### src/design/sha_bsh_pkg.sv
// ----------------------------------------------------------------------------
// SHA-256 byte stream hasher - shared definitions
// Transfer types, control bundle, FSM states, round constants and sigma
// functions used by the controller and the datapath.
// ----------------------------------------------------------------------------
package sha_bsh_pkg;

  localparam int unsigned WordW   = 32;
  localparam int unsigned NumWrd  = 8;
  localparam int unsigned SchDep  = 16;
  localparam int unsigned LenW    = 61;

  localparam logic [7:0] PadMark   = 8'h80;
  localparam logic [5:0] LenStart  = 6'd56;
  localparam logic [5:0] LastByte  = 6'd63;
  localparam logic [5:0] LastRound = 6'd63;
  localparam logic [2:0] LastWord  = 3'd7;

  typedef struct packed {
    logic [7:0] data_byte;
    logic       byte_present;
    logic       last_byte;
  } in_t;

  typedef struct packed {
    logic [31:0] digest_word;
    logic [2:0]  word_index;
    logic        last_word;
  } out_t;

  // controller to datapath
  typedef struct packed {
    logic       shift_byte;
    logic [7:0] byte_val;
    logic       load;
    logic       round;
    logic [5:0] rnd;
    logic       add;
    logic       reset_h;
    logic [2:0] rd_idx;
  } ctl_t;

  typedef enum logic [2:0] {
    ST_IDLE,
    ST_PAD,
    ST_ROUND,
    ST_ADD,
    ST_OUT
  } state_e;

  localparam logic [31:0] InitH [NumWrd] = '{
    32'h6a09e667, 32'hbb67ae85, 32'h3c6ef372, 32'ha54ff53a,
    32'h510e527f, 32'h9b05688c, 32'h1f83d9ab, 32'h5be0cd19
  };

  localparam logic [31:0] RoundK [64] = '{
    32'h428a2f98, 32'h71374491, 32'hb5c0fbcf, 32'he9b5dba5, 32'h3956c25b, 32'h59f111f1,
    32'h923f82a4, 32'hab1c5ed5, 32'hd807aa98, 32'h12835b01, 32'h243185be, 32'h550c7dc3,
    32'h72be5d74, 32'h80deb1fe, 32'h9bdc06a7, 32'hc19bf174, 32'he49b69c1, 32'hefbe4786,
    32'h0fc19dc6, 32'h240ca1cc, 32'h2de92c6f, 32'h4a7484aa, 32'h5cb0a9dc, 32'h76f988da,
    32'h983e5152, 32'ha831c66d, 32'hb00327c8, 32'hbf597fc7, 32'hc6e00bf3, 32'hd5a79147,
    32'h06ca6351, 32'h14292967, 32'h27b70a85, 32'h2e1b2138, 32'h4d2c6dfc, 32'h53380d13,
    32'h650a7354, 32'h766a0abb, 32'h81c2c92e, 32'h92722c85, 32'ha2bfe8a1, 32'ha81a664b,
    32'hc24b8b70, 32'hc76c51a3, 32'hd192e819, 32'hd6990624, 32'hf40e3585, 32'h106aa070,
    32'h19a4c116, 32'h1e376c08, 32'h2748774c, 32'h34b0bcb5, 32'h391c0cb3, 32'h4ed8aa4a,
    32'h5b9cca4f, 32'h682e6ff3, 32'h748f82ee, 32'h78a5636f, 32'h84c87814, 32'h8cc70208,
    32'h90befffa, 32'ha4506ceb, 32'hbef9a3f7, 32'hc67178f2
  };

  function automatic logic [31:0] ssig0(input logic [31:0] x);
    return {x[6:0], x[31:7]} ^ {x[17:0], x[31:18]} ^ {3'b000, x[31:3]};
  endfunction

  function automatic logic [31:0] ssig1(input logic [31:0] x);
    return {x[16:0], x[31:17]} ^ {x[18:0], x[31:19]} ^ {10'd0, x[31:10]};
  endfunction

  function automatic logic [31:0] bsig0(input logic [31:0] x);
    return {x[1:0], x[31:2]} ^ {x[12:0], x[31:13]} ^ {x[21:0], x[31:22]};
  endfunction

  function automatic logic [31:0] bsig1(input logic [31:0] x);
    return {x[5:0], x[31:6]} ^ {x[10:0], x[31:11]} ^ {x[24:0], x[31:25]};
  endfunction

endpackage

### src/design/sha256_byte_stream_hasher_unit.sv
// ----------------------------------------------------------------------------
// SHA-256 byte stream hasher
// Takes a message one byte per transfer and returns the eight digest words.
// ----------------------------------------------------------------------------
//
//   channel | direction | payload                                 | handshake
//   --------+-----------+-----------------------------------------+----------------------
//   in      | input     | data_byte, byte_present, last_byte      | in_valid_i/in_stall_o
//   out     | output    | digest_word, word_index, last_word      | out_valid_o/out_stall_i
//
// Flow: an input transfer that does not complete a 64-byte block leaves the
// sequencer idle. A transfer that completes a block runs the shared round unit
// for 64 rounds plus one chaining add before the next transfer is taken.
// On the last transfer padding and the length are shifted into the schedule
// one byte per cycle (over a second block when the length does not fit), each
// block is compressed in the round unit in turn, then eight digest words
// follow, one per cycle when not stalled.
// Reset: asynchronous, active low; chaining words return to the SHA-256
// initial values, counters and length clear. No clearing pass.
// Stalls: in_stall_o is high whenever the sequencer is not idle, including
// while digest words are offered; out_stall_i holds the current word.
//
module sha256_byte_stream_hasher_unit (
  input  logic                clk_i,
  input  logic                rst_ni,
  input  logic                in_valid_i,
  output logic                in_stall_o,
  input  sha_bsh_pkg::in_t    in_data_i,
  output logic                out_valid_o,
  input  logic                out_stall_i,
  output sha_bsh_pkg::out_t   out_data_o
);
  import sha_bsh_pkg::*;

  ctl_t        ctl;
  logic [31:0] w_cur;
  logic [31:0] digest;
  logic [2:0]  widx;

  // sequencer: intake, padding, round count, output order
  sha_bsh_ctrl u_ctrl (
    .clk_i      (clk_i),
    .rst_ni     (rst_ni),
    .in_valid_i (in_valid_i),
    .in_data_i  (in_data_i),
    .in_stall_o (in_stall_o),
    .out_valid_o(out_valid_o),
    .out_stall_i(out_stall_i),
    .widx_o     (widx),
    .ctl_o      (ctl)
  );

  // message bytes land here and become the schedule words
  sha_bsh_sched u_sched (
    .clk_i(clk_i),
    .ctl_i(ctl),
    .w_o  (w_cur)
  );

  // one SHA-256 round per cycle, chaining words held here
  sha_bsh_core u_core (
    .clk_i   (clk_i),
    .rst_ni  (rst_ni),
    .ctl_i   (ctl),
    .w_i     (w_cur),
    .digest_o(digest)
  );

  // digest words come straight from the chaining registers, which hold
  // while the output is stalled
  always_comb begin
    out_data_o.digest_word = digest;
    out_data_o.word_index  = widx;
    out_data_o.last_word   = (widx == LastWord);
  end

endmodule

### src/design/sha_bsh_sched.sv
// ----------------------------------------------------------------------------
// SHA-256 message schedule
// 16-word shift line: takes message bytes one at a time, then during the
// rounds shifts one word per cycle and appends the next schedule word.
// ----------------------------------------------------------------------------
module sha_bsh_sched (
  input  logic                clk_i,
  input  sha_bsh_pkg::ctl_t   ctl_i,
  output logic [31:0]         w_o
);
  import sha_bsh_pkg::*;

  logic [31:0] w_q [SchDep];
  logic [31:0] w_new;

  assign w_new = w_q[0] + ssig0(w_q[1]) + w_q[9] + ssig1(w_q[14]);
  assign w_o   = w_q[0];

  // payload only, no reset
  always_ff @(posedge clk_i) begin
    if (ctl_i.shift_byte) begin
      for (int i = 0; i < SchDep - 1; i++) begin
        w_q[i] <= {w_q[i][23:0], w_q[i+1][31:24]};
      end
      w_q[SchDep-1] <= {w_q[SchDep-1][23:0], ctl_i.byte_val};
    end else if (ctl_i.round) begin
      for (int i = 0; i < SchDep - 1; i++) begin
        w_q[i] <= w_q[i+1];
      end
      w_q[SchDep-1] <= w_new;
    end
  end

endmodule

### src/design/sha_bsh_core.sv
// ----------------------------------------------------------------------------
// SHA-256 round core
// Working variables a..h updated by one round per cycle, chaining words
// updated by the final add, digest word read port.
// ----------------------------------------------------------------------------
module sha_bsh_core (
  input  logic               clk_i,
  input  logic               rst_ni,
  input  sha_bsh_pkg::ctl_t  ctl_i,
  input  logic [31:0]        w_i,
  output logic [31:0]        digest_o
);
  import sha_bsh_pkg::*;

  logic [31:0] h_q [NumWrd];
  logic [31:0] v_q [NumWrd];
  logic [31:0] t1, t2, ch, maj;

  always_comb begin
    ch  = (v_q[4] & v_q[5]) ^ (~v_q[4] & v_q[6]);
    maj = (v_q[0] & v_q[1]) ^ (v_q[0] & v_q[2]) ^ (v_q[1] & v_q[2]);
    t1  = v_q[7] + bsig1(v_q[4]) + ch + RoundK[ctl_i.rnd] + w_i;
    t2  = bsig0(v_q[0]) + maj;
  end

  assign digest_o = h_q[ctl_i.rd_idx];

  // chaining words reset to the initial hash
  always_ff @(posedge clk_i or negedge rst_ni) begin
    if (!rst_ni) begin
      for (int i = 0; i < NumWrd; i++) h_q[i] <= InitH[i];
    end else if (ctl_i.reset_h) begin
      for (int i = 0; i < NumWrd; i++) h_q[i] <= InitH[i];
    end else if (ctl_i.add) begin
      for (int i = 0; i < NumWrd; i++) h_q[i] <= h_q[i] + v_q[i];
    end
  end

  always_ff @(posedge clk_i) begin
    if (ctl_i.load) begin
      for (int i = 0; i < NumWrd; i++) v_q[i] <= h_q[i];
    end else if (ctl_i.round) begin
      v_q[7] <= v_q[6];
      v_q[6] <= v_q[5];
      v_q[5] <= v_q[4];
      v_q[4] <= v_q[3] + t1;
      v_q[3] <= v_q[2];
      v_q[2] <= v_q[1];
      v_q[1] <= v_q[0];
      v_q[0] <= t1 + t2;
    end
  end

endmodule

### src/design/sha_bsh_ctrl.sv
// ----------------------------------------------------------------------------
// SHA-256 hasher sequencer
// Byte intake, padding and length insertion, round counting and digest
// output sequencing.
// ----------------------------------------------------------------------------
module sha_bsh_ctrl (
  input  logic               clk_i,
  input  logic               rst_ni,
  input  logic               in_valid_i,
  input  sha_bsh_pkg::in_t   in_data_i,
  output logic               in_stall_o,
  output logic               out_valid_o,
  input  logic               out_stall_i,
  output logic [2:0]         widx_o,
  output sha_bsh_pkg::ctl_t  ctl_o
);
  import sha_bsh_pkg::*;

  state_e            state_q, state_d;
  logic [5:0]        fill_q, fill_d;
  logic [5:0]        rnd_q, rnd_d;
  logic [2:0]        widx_q, widx_d;
  logic [LenW-1:0]   len_q, len_d;
  logic              fin_q, fin_d;     // message end seen
  logic              mark_q, mark_d;   // 0x80 already placed
  logic              lenok_q, lenok_d; // this block carries the length
  logic [63:0]       bits;
  logic [63:0]       bits_sh;
  logic [5:0]        sh_amt;
  logic [7:0]        len_byte;

  // length field is big-endian in bytes 56..63
  assign bits     = {len_q, 3'b000};
  assign sh_amt   = {3'd7 - fill_q[2:0], 3'b000};
  assign bits_sh  = bits >> sh_amt;
  assign len_byte = bits_sh[7:0];

  assign widx_o = widx_q;

  always_ff @(posedge clk_i or negedge rst_ni) begin
    if (!rst_ni) begin
      state_q <= ST_IDLE;
      fill_q  <= '0;
      rnd_q   <= '0;
      widx_q  <= '0;
      len_q   <= '0;
      fin_q   <= 1'b0;
      mark_q  <= 1'b0;
      lenok_q <= 1'b0;
    end else begin
      state_q <= state_d;
      fill_q  <= fill_d;
      rnd_q   <= rnd_d;
      widx_q  <= widx_d;
      len_q   <= len_d;
      fin_q   <= fin_d;
      mark_q  <= mark_d;
      lenok_q <= lenok_d;
    end
  end

  always_comb begin
    state_d     = state_q;
    fill_d      = fill_q;
    rnd_d       = rnd_q;
    widx_d      = widx_q;
    len_d       = len_q;
    fin_d       = fin_q;
    mark_d      = mark_q;
    lenok_d     = lenok_q;
    in_stall_o  = 1'b1;
    out_valid_o = 1'b0;
    ctl_o       = '0;
    ctl_o.rnd   = rnd_q;
    ctl_o.rd_idx = widx_q;

    case (state_q)
      ST_IDLE: begin
        in_stall_o = 1'b0;
        if (in_valid_i) begin
          if (in_data_i.byte_present) begin
            ctl_o.shift_byte = 1'b1;
            ctl_o.byte_val   = in_data_i.data_byte;
            fill_d           = fill_q + 6'd1;
            len_d            = len_q + LenW'(1);
          end
          if (in_data_i.byte_present && fill_q == LastByte) begin
            ctl_o.load = 1'b1;
            rnd_d      = '0;
            fin_d      = in_data_i.last_byte;
            state_d    = ST_ROUND;
          end else if (in_data_i.last_byte) begin
            fin_d   = 1'b1;
            state_d = ST_PAD;
          end
        end
      end

      ST_PAD: begin
        ctl_o.shift_byte = 1'b1;
        if (!mark_q) begin
          ctl_o.byte_val = PadMark;
          mark_d         = 1'b1;
          if (fill_q < LenStart) lenok_d = 1'b1;
        end else if (lenok_q && fill_q >= LenStart) begin
          ctl_o.byte_val = len_byte;
        end else begin
          ctl_o.byte_val = 8'h00;
        end
        fill_d = fill_q + 6'd1;
        if (fill_q == LastByte) begin
          ctl_o.load = 1'b1;
          rnd_d      = '0;
          state_d    = ST_ROUND;
        end
      end

      ST_ROUND: begin
        ctl_o.round = 1'b1;
        rnd_d       = rnd_q + 6'd1;
        if (rnd_q == LastRound) state_d = ST_ADD;
      end

      ST_ADD: begin
        ctl_o.add = 1'b1;
        if (!fin_q) begin
          state_d = ST_IDLE;
        end else if (lenok_q) begin
          widx_d  = '0;
          state_d = ST_OUT;
        end else begin
          // length goes into the next block
          lenok_d = 1'b1;
          state_d = ST_PAD;
        end
      end

      ST_OUT: begin
        out_valid_o = 1'b1;
        if (!out_stall_i) begin
          widx_d = widx_q + 3'd1;
          if (widx_q == LastWord) begin
            ctl_o.reset_h = 1'b1;
            len_d         = '0;
            fill_d        = '0;
            fin_d         = 1'b0;
            mark_d        = 1'b0;
            lenok_d       = 1'b0;
            state_d       = ST_IDLE;
          end
        end
      end

      default: begin
        state_d = ST_IDLE;
      end
    endcase
  end

endmodule

### config.mk
export PLATFORM = sky130hd
export DESIGN_NAME = sha256_byte_stream_hasher_unit
export DESIGN_NICKNAME = d
export VERILOG_FILES = /design/src/design/sha_bsh_pkg.sv /design/src/design/sha256_byte_stream_hasher_unit.sv /design/src/design/sha_bsh_sched.sv /design/src/design/sha_bsh_core.sv /design/src/design/sha_bsh_ctrl.sv
export SDC_FILE = /design/constraint.sdc
export NUM_CORES = 2
export LEC_CHECK = 0
export BUFFER_PORTS_ARGS = -buffer_cell sky130_fd_sc_hd__buf_2
export CAP_MARGIN = 20
export CORE_MARGIN = 10
export CORE_UTILIZATION = 30
export CTS_CLUSTER_SIZE = 14
export DETAILED_ROUTE_END_ITERATION = 10
export GPL_ROUTABILITY_DRIVEN = 0
export HOLD_SLACK_MARGIN = 0.08
export PLACE_DENSITY_LB_ADDON = 0.3
export SYNTH_ARGS = -nofsm -noshare
export SYNTH_HDL_FRONTEND = slang
export SYNTH_SLANG_ARGS = --single-unit
### constraint.sdc
create_clock -name clk_i -period 42.5 [get_ports clk_i]
set_input_delay 12.75 -clock clk_i [delete_from_list [all_inputs] [get_ports clk_i]]
set_output_delay 12.75 -clock clk_i [all_outputs]
set_load 0.02 [all_outputs]
Word-level counts from Yosys, hierarchy flattened

Memories as Yosys holds them, arrays and structs flattened.
Index checks and enable logic that the tools add are counted.

Add/sub/neg operators: 23
$lt $le $gt $ge: 4
Equality and inequality tests: 19
Shift operators: 1
Mux-type cells: 93
Bitwise operators: 43
Reductions and logical operators: 18

Operator list:

| kind                                          | count |
|---|---|
| two-way mux 32 bit                            | 28 |
| adder 32 bit                                  | 18 |
| two-way mux 256 bit                           | 2 |
| XOR 32 bit                                    | 9 |
| two-way mux 61 bit                            | 4 |
| AND 32 bit                                    | 5 |
| one-hot mux 61 bit (2 select lines)           | 1 |
| binary-select mux 32 bit (select 3 bit)       | 1 |
| >> shifter 64 x 6 -> 8 bit                    | 1 |
| adder 61 x 1 -> 61 bit, second input constant | 1 |
| two-way mux 6 bit                             | 7 |
| two-way mux 3 bit                             | 12 |
| one-hot mux 6 bit (3 select lines)            | 2 |
| inverter 32 bit                               | 1 |
| XOR 32 x 22 -> 32 bit                         | 1 |
| XOR 32 x 29 -> 32 bit                         | 1 |
| two-way mux 1 bit                             | 26 |
| bitwise OR 1 bit                              | 24 |
| one-hot mux 10 bit (2 select lines)           | 1 |
| two-way mux 8 bit                             | 2 |
| one-hot mux 3 bit (5 select lines)            | 1 |
| AND reduction 5 bit                           | 3 |
| adder 6 x 1 -> 6 bit, second input constant   | 2 |
| equality test 6 bit, second input constant    | 2 |
| 26 further kinds                              | 46 |

Register bits after elaboration: 338
Bits in writable memories: 768
Bits in read-only memories: 2048
Input port bits: 14
Output and inout port bits: 38
Logic and storage cells: 220
Memories kept: 3

Memories:

| memory          | depth | width | read ports | clocked after Yosys merged registers in | wr ports | RTL line            | RTL |
|---|---|---|---|---|---|---|---|
| (no name shown) | 64    | 32    | 1          | 0                                       | 0        | sha_bsh_core.sv:22  | `t1 = v_q[7] + bsig1(v_q[4]) + ch + RoundK[ctl_i.rnd] + w_i;` |
| u_sched.w_q     | 16    | 32    | 16         | 0                                       | 16       | sha_bsh_sched.sv:13 | `logic [31:0] w_q [SchDep];` |
| u_core.v_q      | 8     | 32    | 8          | 0                                       | 8        | sha_bsh_core.sv:16  | `logic [31:0] v_q [NumWrd];` |

Longest topological paths before layout

An unclocked memory read counts as a cell.

Depth in word-level cells: 9
Depth in mapped cells: 42
Gate-level depth less buffers: 40

Cells and area by module

From an unflattened synthesis, not the netlist that was laid out.

Cell total of the unflattened synthesis: 7680
Area, all modules: 78160.0 um^2

By module, submodules not included:

| module                         | instances | cells an instance | area each (um^2) | seq. area each (um^2) |
|---|---|---|---|---|
| sha_bsh_core                   | 1         | 5365              | 46828.7          | 14263.7 |
| sha_bsh_sched                  | 1         | 1766              | 26273.9          | 15374.7 |
| sha_bsh_ctrl                   | 1         | 548               | 5051.1           | 2052.0 |
| sha256_byte_stream_hasher_unit | 1         | 1                 | 6.3              | 0.0 |

Least setup slack after synthesis

OpenSTA, ideal clock, no wires.

Path kind: input port to flip-flop
From: input port in_data_i[1] (netlist name)
To: memory u_sched.w_q[0][0] (enable)
Library setup time: 3.633 ns
Arrival time: 22.033 ns
Data required time: 38.868 ns
Setup slack: 16.834 ns
Stages: 6
Path through: nand2_1 -> nor2_1 -> nor2_1 -> clkbuf_1 -> clkbuf_1 -> nand2_1

RTL lines:

| element            | RTL line                             | RTL |
|---|---|---|
| start: declaration | sha256_byte_stream_hasher_unit.sv:28 | `input sha_bsh_pkg::in_t in_data_i,` |
| end: declaration   | sha_bsh_sched.sv:13                  |  |

==> impl_metrics.py <==
metrics = {
    "status": {
        "status": "completed",
    },
    "sta": {
        "period_needed_ns": 16.45,
        "final.setup.tns_ns": 0,
        "setup_violations": 0,
        "fin_skew_ns": 0.0387,
        "layout_setup_ws_ns": 26.05,
        "slew_violations": 0,
        "rsz0062_at_grt": "false",
        "fmax_ghz": 0.0608,
        "max_slew_margin": 0.258,
        "hold_viol": 0,
        "worst-slew-pin-transition_ns": 1.11,
        "fin_hold_ws_ns": 0.504,
        "finalCritPeriodShare": 0.387,
    },
    "layout": {
        "drive_gt1_frac": 0.0816,
        "final_common_cell": "nand2_1",
        "nFillCells": 25900,
        "layout_common_cells": "nand2_1 (2382), edfxtp_1 (768), o21ai_0 (510), a21oi_1 (433), ha_1 (397)",
        "area_growth_pct": 9.85,
        "final_nets": 8557,
    },
    "yosys": {
        "synth_warnings": 0,
        "syn_nets": 8763,
        "synth_top_family_by_area": "simple AND/OR/NAND/NOR gates",
        "yosys_most_used_dff": "edfxtp_1",
        "synth_xor_area_frac": 0.0738,
        "syn_area_per_cell_um2": 9.23,
        "synth_mux_area_frac": 0.0366,
        "synth_cells": 8157,
        "synth_top_area_share": 0.306,
        "synthAdderAreaFrac": 0.121,
        "synth-compound-area-share": 0.129,
        "async_reset_ff_frac": 0.306,
        "syn_area_um2": 75300,
        "synth_edf_count": 768,
        "synth_largest_area_cell": "edfxtp_1",
        "synth.distinct_cells": 107,
        "synthTopCellsByArea": "edfxtp_1 (31%), nand2_1 (12%), dfrtp_1 (6.7%), ha_1 (6.6%), fa_1 (5.2%)",
        "synth-simple-area-share": 0.182,
        "ys_seq_area_frac": 0.421,
        "ys_seq_elements": 1106,
    },
    "floorplanning": {
        "die-area_um2": 271000,
        "ios": 52,
        "die-width_um": 521,
        "fp.dieH_um": 521,
        "fp-row-count": 183,
        "start_util": 0.302,
        "core_area_um2": 249000,
    },
    "global_routing": {
        "gr-max-usage-layer": "met2",
        "grtUsageMet2": 0.266,
        "antenna_found_initial": 5,
        "grt-ovfl-total": 0,
        "globalRouteTotalUtil": 0.169,
        "use_met1": 0.238,
        "grt_pass1_wl_um": 360000,
        "grt_max_degree": 183,
        "grt_pass1_vias": 56700,
        "grtUsageMet3": 0.0265,
    },
    "placement": {
        "hpwl_um": 173000,
        "numPortBuffers": 51,
        "place_ws_ns": 25.56,
    },
    "detailed_routing": {
        "vias": 59200,
        "drt_iter0_markers": 6414,
        "drc": 0,
        "vias_per_cell": 5.20,
        "firstDrtPassIters": 7,
        "final_antenna_net_count": 0,
        "routedWlPerCell_um": 21.0,
        "drt_wl_total_um": 239000,
    },
    "setup_path": {
        "critPathKind": "reg2out",
        "end_kind": "primary output",
        "worst_ep_arrival_time_ns": 3.70,
        "rrSetupSlack_ns": 31.35,
        "path_cells": "buf_4, mux4_2, mux2_2, buf_2",
        "critPathMaxFanout": 36,
        "crit_path_top_delay_cell": "dfrtp_4",
        "start_kind": "flip-flop",
        "cp.required_ns": 29.75,
        "worst_path_largest_cell_delay_ns": 0.98,
    },
    "clocking": {
        "insertion_delay_ns": 0.80,
        "cts_hold_buffers": 0,
        "cts_max_level": 4,
        "cts.sinks": 1106,
        "post-cts-setup-buffers": 0,
        "cts_tree": "built",
        "cts_resized": 0,
        "cts_made_buffers": 132,
        "clockBufferDepth": 3,
        "cts-root-buf": "clkbuf_16",
        "cts.clk_slew.worst_paths_ns": 0.06,
    },
    "job": {
        "max-cap-violations": 0,
    },
    "min_path": {
        "hold_class": "reg2reg",
    },
}
[cell type report]
type / count / area, um^2 / share of cell area
Sequential cell: 1106 / 31700 / 0.383
Timing Repair Buffer: 117 / 823 / 0.00995
Multi-Input combinational cell: 6306 / 40800 / 0.494
Clock buffer: 192 / 3710 / 0.0449
Clock inverter: 43 / 370 / 0.00448
Inverter: 288 / 1080 / 0.0131
Tap cell: 3330 / 4170 / 0.0504
Antenna cell: 1 / 2.50 / 0.0000303
[synthesized netlist by cell type, drive strengths merged (26+ instances only)]
cell type / instances
nor3: 106
o21a: 49
ha: 397
o211ai: 26
nand2b: 68
or3: 30
o21bai: 39
nand4: 28
and3: 45
buf: 63
nand3: 153
nor2: 376
nor2b: 44
clkbuf: 394
mux4: 82
edfxtp: 768
xnor2: 392
a21o: 178
fa: 195
a31oi: 58
o21ai: 533
nand2: 2388
mux2: 63
inv: 285
a211oi: 41
a21oi: 435
xor2: 237
dfstp: 136
o31ai: 36
dfrtp: 202
[per-layer routing]
layer	wire length (um)	share of wire	up-vias
li1	-	-	27700
met1	108000	0.45	29100
met2	108000	0.45	2069
met3	15800	0.066	350
met4	7530	0.031	0
met5	0	0	-
[cell families (layout without fill, tap and decap cells)]
| logic type | count (synthesis) | in the layout |
|---|---|---|
| other | 0 | 1 |
| AOI/OAI and AO/OA | 1576 | 1576 |
| and+or+nand+nor | 3320 | 3320 |
| xor gates and xnor gates | 631 | 631 |
| muxes | 165 | 165 |
| buffers and inverters | 745 | 640 |
| DFF | 1106 | 1106 |
| adders and majority gates | 614 | 614 |
[flip-flops by register name, summed over array words and instances (netlist names)]
register / cells
u_ctrl.widx_o: 3
u_ctrl.len_q: 61
u_sched.w_q: 512
u_ctrl.rnd_q: 6
u_ctrl.lenok_q: 1
u_ctrl.fin_q: 1
u_ctrl.fill_q: 6
u_core.v_q: 256
u_core.h_q: 256
u_ctrl.mark_q: 1
u_ctrl.state_q: 3
[worst max-delay path, delay by kind of cell (launching register included)]
| family | cells | cell delay [ns] |
|---|---|---|
| mux | 2 | 1.01 |
| flops | 1 | 0.98 |
| buf+inv | 2 | 0.87 |
[final timing paths]
check | from | end | cells past startpoint
min | u_sched.w_q[0][407] | u_sched.w_q[0][375] | 2
max reg2reg | u_ctrl.rnd_q[0] | u_core.v_q[0][30] | 35
max in group asynchronous | rst_ni | u_ctrl.rnd_q[3] | 4
max | u_ctrl.widx_o[0] | out_data_o[35] | 4
min in group asynchronous | rst_ni | u_core.h_q[185] | 1
min reg2reg | u_sched.w_q[0][407] | u_sched.w_q[0][375] | 2
[metrics by stage]
step | util | cell area [um^2] | cells
2_1_floorplan | - | 75300 | 8157
3_3_place_gp | 0.316 | 78600 | 11100
3_5_place_dp | 0.316 | 78600 | 11100
4_1_cts | 0.332 | 82700 | 11400
5_1_grt | 0.332 | 82700 | 11400
6_report | 0.332 | 82700 | 11400
Power is not shown: default switching activity piles up to over one toggle a cycle in this logic, so the estimate is an artifact.
